[src/design/kmc_pkg.sv]
// shared types and constants of the 2d medoid k-means block
package kmc_pkg;

  localparam int COORD_W   = 16;
  localparam int MAX_CL    = 16;
  localparam int CL_W      = 4;
  localparam int KCNT_W    = 5;
  localparam int ITER_W    = 16;
  localparam int CFG_IDX_W = 1;
  localparam int CFG_W     = 16;
  localparam int SQ_W      = 2 * (COORD_W + 1);
  localparam int DIST_W    = SQ_W + 1;

  localparam logic [CFG_IDX_W-1:0] REG_CLUSTER_COUNT = 1'b0;
  localparam logic [CFG_IDX_W-1:0] REG_ITER_LIMIT    = 1'b1;

  localparam logic REQ_LOAD    = 1'b0;
  localparam logic REQ_QUERY   = 1'b1;
  localparam logic REC_CLUSTER = 1'b0;
  localparam logic REC_QUERY   = 1'b1;

  localparam logic [KCNT_W-1:0] CNT_RESET = KCNT_W'(2);
  localparam logic [ITER_W-1:0] LIM_RESET = ITER_W'(256);

  typedef struct packed {
    logic [CL_W-1:0]           lbl;
    logic signed [COORD_W-1:0] y;
    logic signed [COORD_W-1:0] x;
  } pt_word_t;

  typedef struct packed {
    logic load_wr;
    logic rd_pt;
    logic rd_in;
    logic lbl_wr;
    logic lbl_pick;
    logic clr_sums;
    logic clr_cent;
    logic acc;
    logic div_start;
    logic sq_mean;
    logic cent_upd;
    logic sq_cent;
    logic arg_upd;
    logic arg_first;
    logic out_clu;
    logic out_qry;
    logic run_fin;
    logic set_conv;
    logic conv_val;
  } kmc_cmd_t;

  typedef struct packed {
    logic              div_done;
    logic              lbl_chg;
    logic [KCNT_W-1:0] k_eff;
    logic [ITER_W-1:0] lim;
  } kmc_sts_t;

endpackage

[src/design/kmc_ctrl.sv]
// controller: sequences loads, queries, clustering passes and record output
module kmc_ctrl #(
  parameter int PIDX_W = 10,
  parameter int CNT_W  = 11
) (
  input  logic                     clk_i,
  input  logic                     rst_ni,
  input  logic                     in_valid_i,
  output logic                     in_ready_o,
  input  logic                     req_type_i,
  input  logic                     last_point_i,
  output logic                     out_valid_o,
  input  logic                     out_ready_i,
  output kmc_pkg::kmc_cmd_t        cmd_o,
  input  kmc_pkg::kmc_sts_t        sts_i,
  input  logic [CNT_W-1:0]         n_i,
  output logic [PIDX_W-1:0]        addr_o,
  output logic [kmc_pkg::CL_W-1:0] cl_sel_o
);

  localparam int KW = kmc_pkg::KCNT_W;
  localparam int IW = kmc_pkg::ITER_W;

  typedef enum logic [4:0] {
    ST_IDLE, ST_Q_OUT, ST_CL_RD, ST_CL_WR, ST_P_START, ST_A_RD, ST_A_ADD,
    ST_M_DIV, ST_M_WAIT, ST_C_RD, ST_C_SQ, ST_C_UPD, ST_S_RD, ST_S_SQ,
    ST_S_CMP, ST_S_WR, ST_P_END, ST_F_START, ST_E_OUT, ST_E_WAIT
  } state_e;

  state_e         state_q;
  logic [CNT_W-1:0] pt_q;
  logic [KW-1:0]  cl_q;
  logic [IW-1:0]  pass_q;
  logic [IW:0]    pass_nx;
  logic           chg_q;
  logic           fin_q;
  logic           out_valid_q;
  logic           in_xfer;
  logic           pt_end;
  logic           cl_last;

  assign in_ready_o  = (state_q == ST_IDLE) && !out_valid_q;
  assign in_xfer     = in_valid_i && in_ready_o;
  assign out_valid_o = out_valid_q;
  assign pt_end      = pt_q == n_i;
  assign cl_last     = (cl_q + KW'(1)) == sts_i.k_eff;
  assign pass_nx     = {1'b0, pass_q} + (IW + 1)'(1);
  assign addr_o      = pt_q[PIDX_W-1:0];
  assign cl_sel_o    = cl_q[kmc_pkg::CL_W-1:0];

  always_comb begin
    cmd_o = '0;
    case (state_q)
      ST_IDLE: begin
        cmd_o.load_wr = in_xfer && (req_type_i == kmc_pkg::REQ_LOAD);
        cmd_o.rd_in   = in_xfer && (req_type_i == kmc_pkg::REQ_QUERY);
      end
      ST_Q_OUT: cmd_o.out_qry = 1'b1;
      ST_CL_RD: cmd_o.rd_pt = !pt_end;
      ST_CL_WR: cmd_o.lbl_wr = 1'b1;
      ST_P_START: begin
        cmd_o.clr_sums = 1'b1;
        cmd_o.clr_cent = 1'b1;
      end
      ST_A_RD:   cmd_o.rd_pt = !pt_end;
      ST_A_ADD:  cmd_o.acc = 1'b1;
      ST_M_DIV:  cmd_o.div_start = cl_q != sts_i.k_eff;
      ST_C_RD:   cmd_o.rd_pt = !pt_end;
      ST_C_SQ:   cmd_o.sq_mean = 1'b1;
      ST_C_UPD:  cmd_o.cent_upd = 1'b1;
      ST_S_RD:   cmd_o.rd_pt = !pt_end;
      ST_S_SQ:   cmd_o.sq_cent = 1'b1;
      ST_S_CMP: begin
        cmd_o.arg_upd   = 1'b1;
        cmd_o.arg_first = cl_q == '0;
      end
      ST_S_WR: begin
        cmd_o.lbl_wr   = 1'b1;
        cmd_o.lbl_pick = 1'b1;
      end
      ST_F_START: begin
        cmd_o.clr_sums = 1'b1;
        cmd_o.set_conv = 1'b1;
        cmd_o.conv_val = !chg_q;
        cmd_o.run_fin  = 1'b1;
      end
      ST_E_OUT: cmd_o.out_clu = 1'b1;
      default: ;
    endcase
  end

  always_ff @(posedge clk_i or negedge rst_ni) begin
    if (!rst_ni) begin
      state_q     <= ST_IDLE;
      pt_q        <= '0;
      cl_q        <= '0;
      pass_q      <= '0;
      chg_q       <= 1'b0;
      fin_q       <= 1'b0;
      out_valid_q <= 1'b0;
    end else begin
      if (cmd_o.out_clu || cmd_o.out_qry) begin
        out_valid_q <= 1'b1;
      end else if (out_ready_i) begin
        out_valid_q <= 1'b0;
      end
      case (state_q)
        ST_IDLE: begin
          if (in_xfer) begin
            if (req_type_i == kmc_pkg::REQ_QUERY) begin
              state_q <= ST_Q_OUT;
            end else if (last_point_i) begin
              state_q <= ST_CL_RD;
              pt_q    <= '0;
              pass_q  <= '0;
              fin_q   <= 1'b0;
            end
          end
        end
        ST_Q_OUT: state_q <= ST_IDLE;
        ST_CL_RD: state_q <= pt_end ? ST_P_START : ST_CL_WR;
        ST_CL_WR: begin
          pt_q    <= pt_q + CNT_W'(1);
          state_q <= ST_CL_RD;
        end
        ST_P_START: begin
          pt_q    <= '0;
          chg_q   <= 1'b0;
          state_q <= ST_A_RD;
        end
        ST_A_RD: begin
          if (pt_end) begin
            cl_q    <= '0;
            state_q <= fin_q ? ST_E_OUT : ST_M_DIV;
          end else begin
            state_q <= ST_A_ADD;
          end
        end
        ST_A_ADD: begin
          pt_q    <= pt_q + CNT_W'(1);
          state_q <= ST_A_RD;
        end
        ST_M_DIV: begin
          if (cl_q == sts_i.k_eff) begin
            pt_q    <= '0;
            state_q <= ST_C_RD;
          end else begin
            state_q <= ST_M_WAIT;
          end
        end
        ST_M_WAIT: begin
          if (sts_i.div_done) begin
            cl_q    <= cl_q + KW'(1);
            state_q <= ST_M_DIV;
          end
        end
        ST_C_RD: begin
          if (pt_end) begin
            pt_q    <= '0;
            state_q <= ST_S_RD;
          end else begin
            state_q <= ST_C_SQ;
          end
        end
        ST_C_SQ: state_q <= ST_C_UPD;
        ST_C_UPD: begin
          pt_q    <= pt_q + CNT_W'(1);
          state_q <= ST_C_RD;
        end
        ST_S_RD: begin
          if (pt_end) begin
            state_q <= ST_P_END;
          end else begin
            cl_q    <= '0;
            state_q <= ST_S_SQ;
          end
        end
        ST_S_SQ: state_q <= ST_S_CMP;
        ST_S_CMP: begin
          if (cl_last) begin
            state_q <= ST_S_WR;
          end else begin
            cl_q    <= cl_q + KW'(1);
            state_q <= ST_S_SQ;
          end
        end
        ST_S_WR: begin
          if (sts_i.lbl_chg) begin
            chg_q <= 1'b1;
          end
          pt_q    <= pt_q + CNT_W'(1);
          state_q <= ST_S_RD;
        end
        ST_P_END: begin
          pass_q <= pass_nx[IW-1:0];
          if (chg_q && (pass_nx < {1'b0, sts_i.lim})) begin
            state_q <= ST_P_START;
          end else begin
            fin_q   <= 1'b1;
            state_q <= ST_F_START;
          end
        end
        ST_F_START: begin
          pt_q    <= '0;
          state_q <= ST_A_RD;
        end
        ST_E_OUT: state_q <= ST_E_WAIT;
        ST_E_WAIT: begin
          if (out_ready_i) begin
            if (cl_last) begin
              state_q <= ST_IDLE;
            end else begin
              cl_q    <= cl_q + KW'(1);
              state_q <= ST_E_OUT;
            end
          end
        end
        default: state_q <= ST_IDLE;
      endcase
    end
  end

endmodule
[config.mk]
export PLATFORM = sky130hd
export DESIGN_NAME = kmc_ctrl
export DESIGN_NICKNAME = d
export VERILOG_FILES = /design/src/design/kmc_pkg.sv /design/src/design/kmc_ctrl.sv
export SDC_FILE = /design/constraint.sdc
export NUM_CORES = 1
export LEC_CHECK = 0
export BUFFER_PORTS_ARGS = -buffer_cell sky130_fd_sc_hd__buf_2
export CAP_MARGIN = 10
export CORE_AREA = 3 3 90 92
export CTS_CLUSTER_SIZE = 30
export DETAILED_ROUTE_END_ITERATION = 10
export DIE_AREA = 0 0 93 95
export HOLD_SLACK_MARGIN = 0.15
export PLACE_DENSITY = 0.74
export SLEW_MARGIN = 20
export SYNTH_ARGS = -nofsm -noshare
export SYNTH_HDL_FRONTEND = slang
export SYNTH_SLANG_ARGS = --single-unit
[constraint.sdc]
create_clock -name clk_i -period 2.7 [get_ports clk_i]
set_input_delay 0.135 -clock clk_i [delete_from_list [all_inputs] [get_ports clk_i]]
set_output_delay 0.135 -clock clk_i [all_outputs]
set_load 0.02 [all_outputs]
; ---- After elaboration in Yosys (flattened, before gate mapping)
; Cells that the tools add are included.
[word_totals]
inputBits = 40
reg_bits = 40
wordCells = 130
[classes]
muxes = 56
eq_ne = 35
bitwise = 1
add_sub_neg = 3
reduce_logical = 27
order_cmp = 1
[ops]
columns = operator, count
row1 = 5-bit case mux with 17 select lines, 1
row2 = 5-bit 2-to-1 mux, 15
row3 = 11-bit 2-to-1 mux, 5
row4 = 11-bit case mux with 5 select lines, 1
row5 = 16-bit 2-to-1 mux, 3
row6 = 5-bit by 4-bit == test with 1-bit output (second input constant), 8
row7 = 16-bit case mux with 2 select lines, 1
row8 = 5-bit case mux with 5 select lines, 1
row9 = 1-bit 2-to-1 mux, 22
row10 = 2-bit inequality test (second input constant), 11
row11 = 5-bit by 3-bit == test with 1-bit output (second input constant), 4
row12 = 5-bit == test (second input constant), 4
row13 = 16-bit by 1-bit adder with 17-bit output (second input constant), 1
row14 = 17-bit by 16-bit < comparator with 1-bit output, 1
row15 = 11-bit by 1-bit adder with 11-bit output (second input constant), 1
row16 = 11-bit == test, 1
row17 = 5-bit by 2-bit == test with 1-bit output (second input constant), 2
row18 = 5-bit == test, 2
row19 = 5-bit logical NOT, 2
row20 = 5-bit AND reduction, 2
row21 = 5-bit nonzero test, 2
row22 = 3-bit 2-to-1 mux, 3
row23 = 4-bit AND reduction, 2
row24 = 4-bit OR reduction, 2
row25 = other kinds (15), 26

; ---- Longest topological paths before layout
[logic_depth]
word_depth = 5
ltp_mapped = 13
depth_no_buf = 13

; ---- Worst setup path before layout
; No wires, ideal clock.
[synth_path]
path_type = register -> register
startpoint = reg pass_q[0]
endpoint = reg state_q[0]
path_buffers = 0
arrival_time_ns = 2.859
synth_period_minus_slack_ns = 2.995
t_required_ns = 2.564
path_stages_with_launch = 12
setup_time_ns = 0.136
setup_slack_ns = -0.295
cell_sequence = dfrtp_1 ha_1 nand3_1 nor3_1 xor2_1 ha_1 a21oi_1 o21ai_0 a2111oi_1 o22ai_1 a2111oi_0 o21ai_0
[synth_between]
elab_chain_cells = 5
[synth_rtl]
columns = element, line_no
row1 = "start, declared", kmc_ctrl.sv:33  ; logic [IW-1:0] pass_q;
row2 = "start signal, assigned", kmc_ctrl.sv:195  ; pass_q <= pass_nx[IW-1:0];
row3 = 16-bit by 1-bit adder with 17-bit output, kmc_ctrl.sv:47  ; assign pass_nx = {1'b0, pass_q} + (IW + 1)'(1);
row4 = 17-bit by 16-bit < comparator with 1-bit output, kmc_ctrl.sv:196  ; if (chg_q && (pass_nx < {1'b0, sts_i.lim})) begin
row5 = 1-bit logical AND, kmc_ctrl.sv:196
row6 = 5-bit 2-to-1 mux, kmc_ctrl.sv:196
row7 = 5-bit case mux with 17 select lines, kmc_ctrl.sv:107  ; case (state_q)
row8 = "end signal, assigned", kmc_ctrl.sv:121  ; ST_CL_RD: state_q <= pt_end ? ST_P_START : ST_CL_WR;
row9 = "end signal, assigned", kmc_ctrl.sv:134  ; state_q <= fin_q ? ST_E_OUT : ST_M_DIV;
row10 = "end, declared", kmc_ctrl.sv:30  ; state_e state_q;
; No other way between the ends.
; A chain may end at the register's enable or synchronous reset.

; ---- Worst setup path in the final report
; Ends and elaborated chain as after synthesis.

==> summary.md <==
| Metric | Value |
|---|---|
| Max stage delay cell, worst path | dfrtp_1 |
| Residual DRC | 0 |
| Initial DRC count | between 150 and 200 |
| Largest net degree at the start of global routing | between 40 and 50 |
| Total power | about 2.3 mW |
| Row count | 31 |
| Vias | around 3,700 |
| Number of global-route vias before repair | 3,505 |
| Fmax | 370 MHz |
| Layout cells sized above 1 | a little under a third |
| DR WL/cell | around 16 µm |
| Ant diodes | 0 |
| Clock Path Buffers | 2 |
| Area contributors post-synth | dfrtp_1 28%, ha_1 6.7%, xor2_1 5.2% |
| Final Max Tran Viols | 0 |
| Die height | between 90 and 100 µm |
| Startpoint types | flop |
| WP data required | approximately 2.9 ns |
| Area leader, netlist | dfrtp_1 |
| Post-synthesis cell count | between 400 and 500 |
| Crit Path Class | flop to flop |
| Async set or reset register ratio after synthesis | 100% |
| Hold Slack | between 0.2 and 0.25 ns |
| Fin Clk Skew | approximately 0.010 ns |
| Clock Sinks | 40 |
| WP buf/inv | 2 |
| Syn_nets | 503 |
| Die Footprint | a little under 9000 µm² |
| Final Cycle Share | about 100% |
| CTS Buf Count | 5 |
| 1st-pass router iterations | 5 |
| Crit-path leading delay family | compound AO/OA/AOI/OAI gates |
| Worst setup margin | approximately 0.00028 ns |
| Post-DP HPWL | about 7400 µm |
| RSZ-0062 raised after global routing | yes |
| Setup crit end kind | flop |
| PortBufs | 74 |
| Fin util | between 60 and 70% |
| Pwr dens | between 500 and 600 nW/µm² |
| H-tree Lvls | 2 |
| CP peak stage delay | between 0.4 and 0.5 ns |
| Final hold violation count | 0 |
| Crit path max fanout | 3 |
| GP Congestion | 0.922 |
| Max layer used | met4 |
| CP Depth | 14 |
| Worst path cell trace | ha_4, and3_4, nand3_4, inv_4, nand3_4, xnor2_2, ha_1, a21oi_2, o21ai_2, buf_4, o211ai_1, o22ai_2, a2111oi_2, o21ai_1 |
| Synthesized area per cell | 8.03 µm² |
| Fin nets | 590 |
| Status | complete, no violations |
| Gr usage total | 22.9% |
| Setup-failing EPs final | 0 |
| Hold Path Class | input port to flop |
| Dpl ws | -0.107 ns |
| First-pass GRT wire length | 16,300 µm |
| WL final | roughly 10,000 µm |
| Worst-Skew Late Latency | approximately 0.30 ns |
| DR WL met2 | roughly 5200 µm |
| Root Driver | clkbuf_8 |
| Synth Warn # | 0 |
| Synth Register Bits | 40 |
| Core Region | 7290 µm² |
| Proportion of netlist area held by the largest area contributor | 28.1% |
| Worst Reg-to-Reg Cells | 14 |
| CTS tree | built |
| TNS Setup | 0 ns |
| Post-synthesis sequential area ratio | 28.1% |
| VDD IR max | 0.000285 V |
| Die Wd | about 93 µm |
| Starting Density | about 49% |
| Top FF cell, synth | dfrtp_1 |
| P&R area growth vs syn | 25.7% |
| Critical path arrival | between 2 and 3 ns |
| Congestion Overflow GR | 0 |
| Metal3 WL | approximately 540 µm |
| Clk pin slew, worst setup/hold paths | 0.08 ns |
| Most frequent cell on the critical path | nand3_4 |
| Worst Max-Slew Pin Slew | ~0.91 ns |
| Wl on met1 | roughly 4400 µm |
| Number of top-level pins | between 70 and 80 |
| Hold-critical path depth | 3 |
| Post-layout min period | 2.70 ns |
| EDFF count, synth | 0 |
| Max-cap viol count | 0 |
| Via density | between 5 and 6 |
| Initial antenna violation count | 0 |
| Leakage | between 2 and 2.5 nW |
| Mapped Area | 3570 µm² |
| Post-route ant nets | 0 |
| Slew HR | 39.4% |
| Cell variety after synth | 64 |
## power breakdown
part	leakage, nW	switching [mW]	internal, mW	total (mW)
logic	1.65	0.599	0.411	1.01
registers	0.545	0.145	0.671	0.816
clock network	0.0552	0.213	0.274	0.487
## path summary, 6_finish.rpt
kind / start / end / slack, ns
worst max-delay path: pass_q[0]$_DFFE_PN0P_ / state_q[0]$_DFFE_PN0P_ / 0.0003
worst min-delay path: sts_i[22] / state_q[3]$_DFFE_PN0P_ / 0.20
worst max register to register: pass_q[0]$_DFFE_PN0P_ / state_q[0]$_DFFE_PN0P_ / 0.0003
worst min register to register: pass_q[14]$_DFFE_PN0P_ / pass_q[14]$_DFFE_PN0P_ / 0.53
max in group asynchronous: rst_ni / pass_q[7]$_DFFE_PN0P_ / 1.58
min in group asynchronous: rst_ni / pass_q[3]$_DFFE_PN0P_ / 0.51
## area by class of cell
| type | instances | area, µm² |
|---|---|---|
| inverter | 28 | 108 |
| fill | 658 | 2810 |
| multi-input combinational | 343 | 2470 |
| sequential | 40 | 1000 |
| clock inverter | 2 | 35.0 |
| timing repair buffer | 113 | 674 |
| tap | 99 | 124 |
| clock buffer | 6 | 72.6 |
## layout by cell type, fill, tap and decap left out, types with 15 or more instances in the layout
master / instances
buf_4: 35
ha_1: 18
o21ai_0: 28
inv_1: 27
buf_2: 74
nand3_1: 15
nand2_1: 27
dfrtp_1: 38
xor2_1: 20
nor2_1: 40
## Yosys cell counts, types with 5 or more instances
cell type,instances
xnor2_1,14
nor2_1,44
nand3_1,20
buf_4,16
inv_1,28
clkbuf_1,6
nand2_1,27
a22o_1,9
a21oi_1,16
nand2b_1,7
o21ai_0,33
o41ai_1,5
o31ai_1,13
and3_1,16
or3_1,5
xor2_1,21
nand4_1,7
buf_2,8
dfrtp_1,40
nor3_1,13
nor2b_1,9
ha_1,19
o211ai_1,6
## per-layer routing
layer  GRT usage [%]  vias to the layer above
met2            40.5                      113
met1            28.6                     1765
met3            3.90                       16
met4            6.96                        0
met5               0                        -
li1                -                     1764
## timing repair
action / in CTS / in global routing
setup buffers: 8 / 5
resized for setup: 18 / 26
endpoints found under the hold margin: 42 / 0
hold buffers: 3 / 0
pin swaps: 11 / 22
endpoints found under the setup margin: 1 / 4
## worst min-delay path: stages
cell and delay, ns:
buf_2 0.11, a21oi_1 0.11, a311o_1 0.11
## cell families (layout without fill, tap and decap cells)
group	Yosys count	count (layout)	share of synthesized area (%)
and+or+nand+nor	175	175	26.1
AOI/OAI and AO/OA	112	112	21.6
buffers and inverters	61	149	8.38
DFF	40	40	28.1
xor gates and xnor gates	35	35	8.59
adders and majority gates	19	19	6.66
muxes	2	2	0.596
## per-stage QoR
step / area, µm² / std cells
final: 4480 / 631
after global routing: 4480 / 631
after CTS: 4340 / 628
after detailed placement: 4070 / 609
after global placement: 4070 / 609
after floorplan: 3580 / 444
## sequential cells by signal, summed over array words and instances, names as in the netlist
signal and cells:
fin_q 1, chg_q 1, cl_q 5, pt_q 11, out_valid_o 1, pass_q 16
state_q 5
Power figures use the tool's default switching activity.
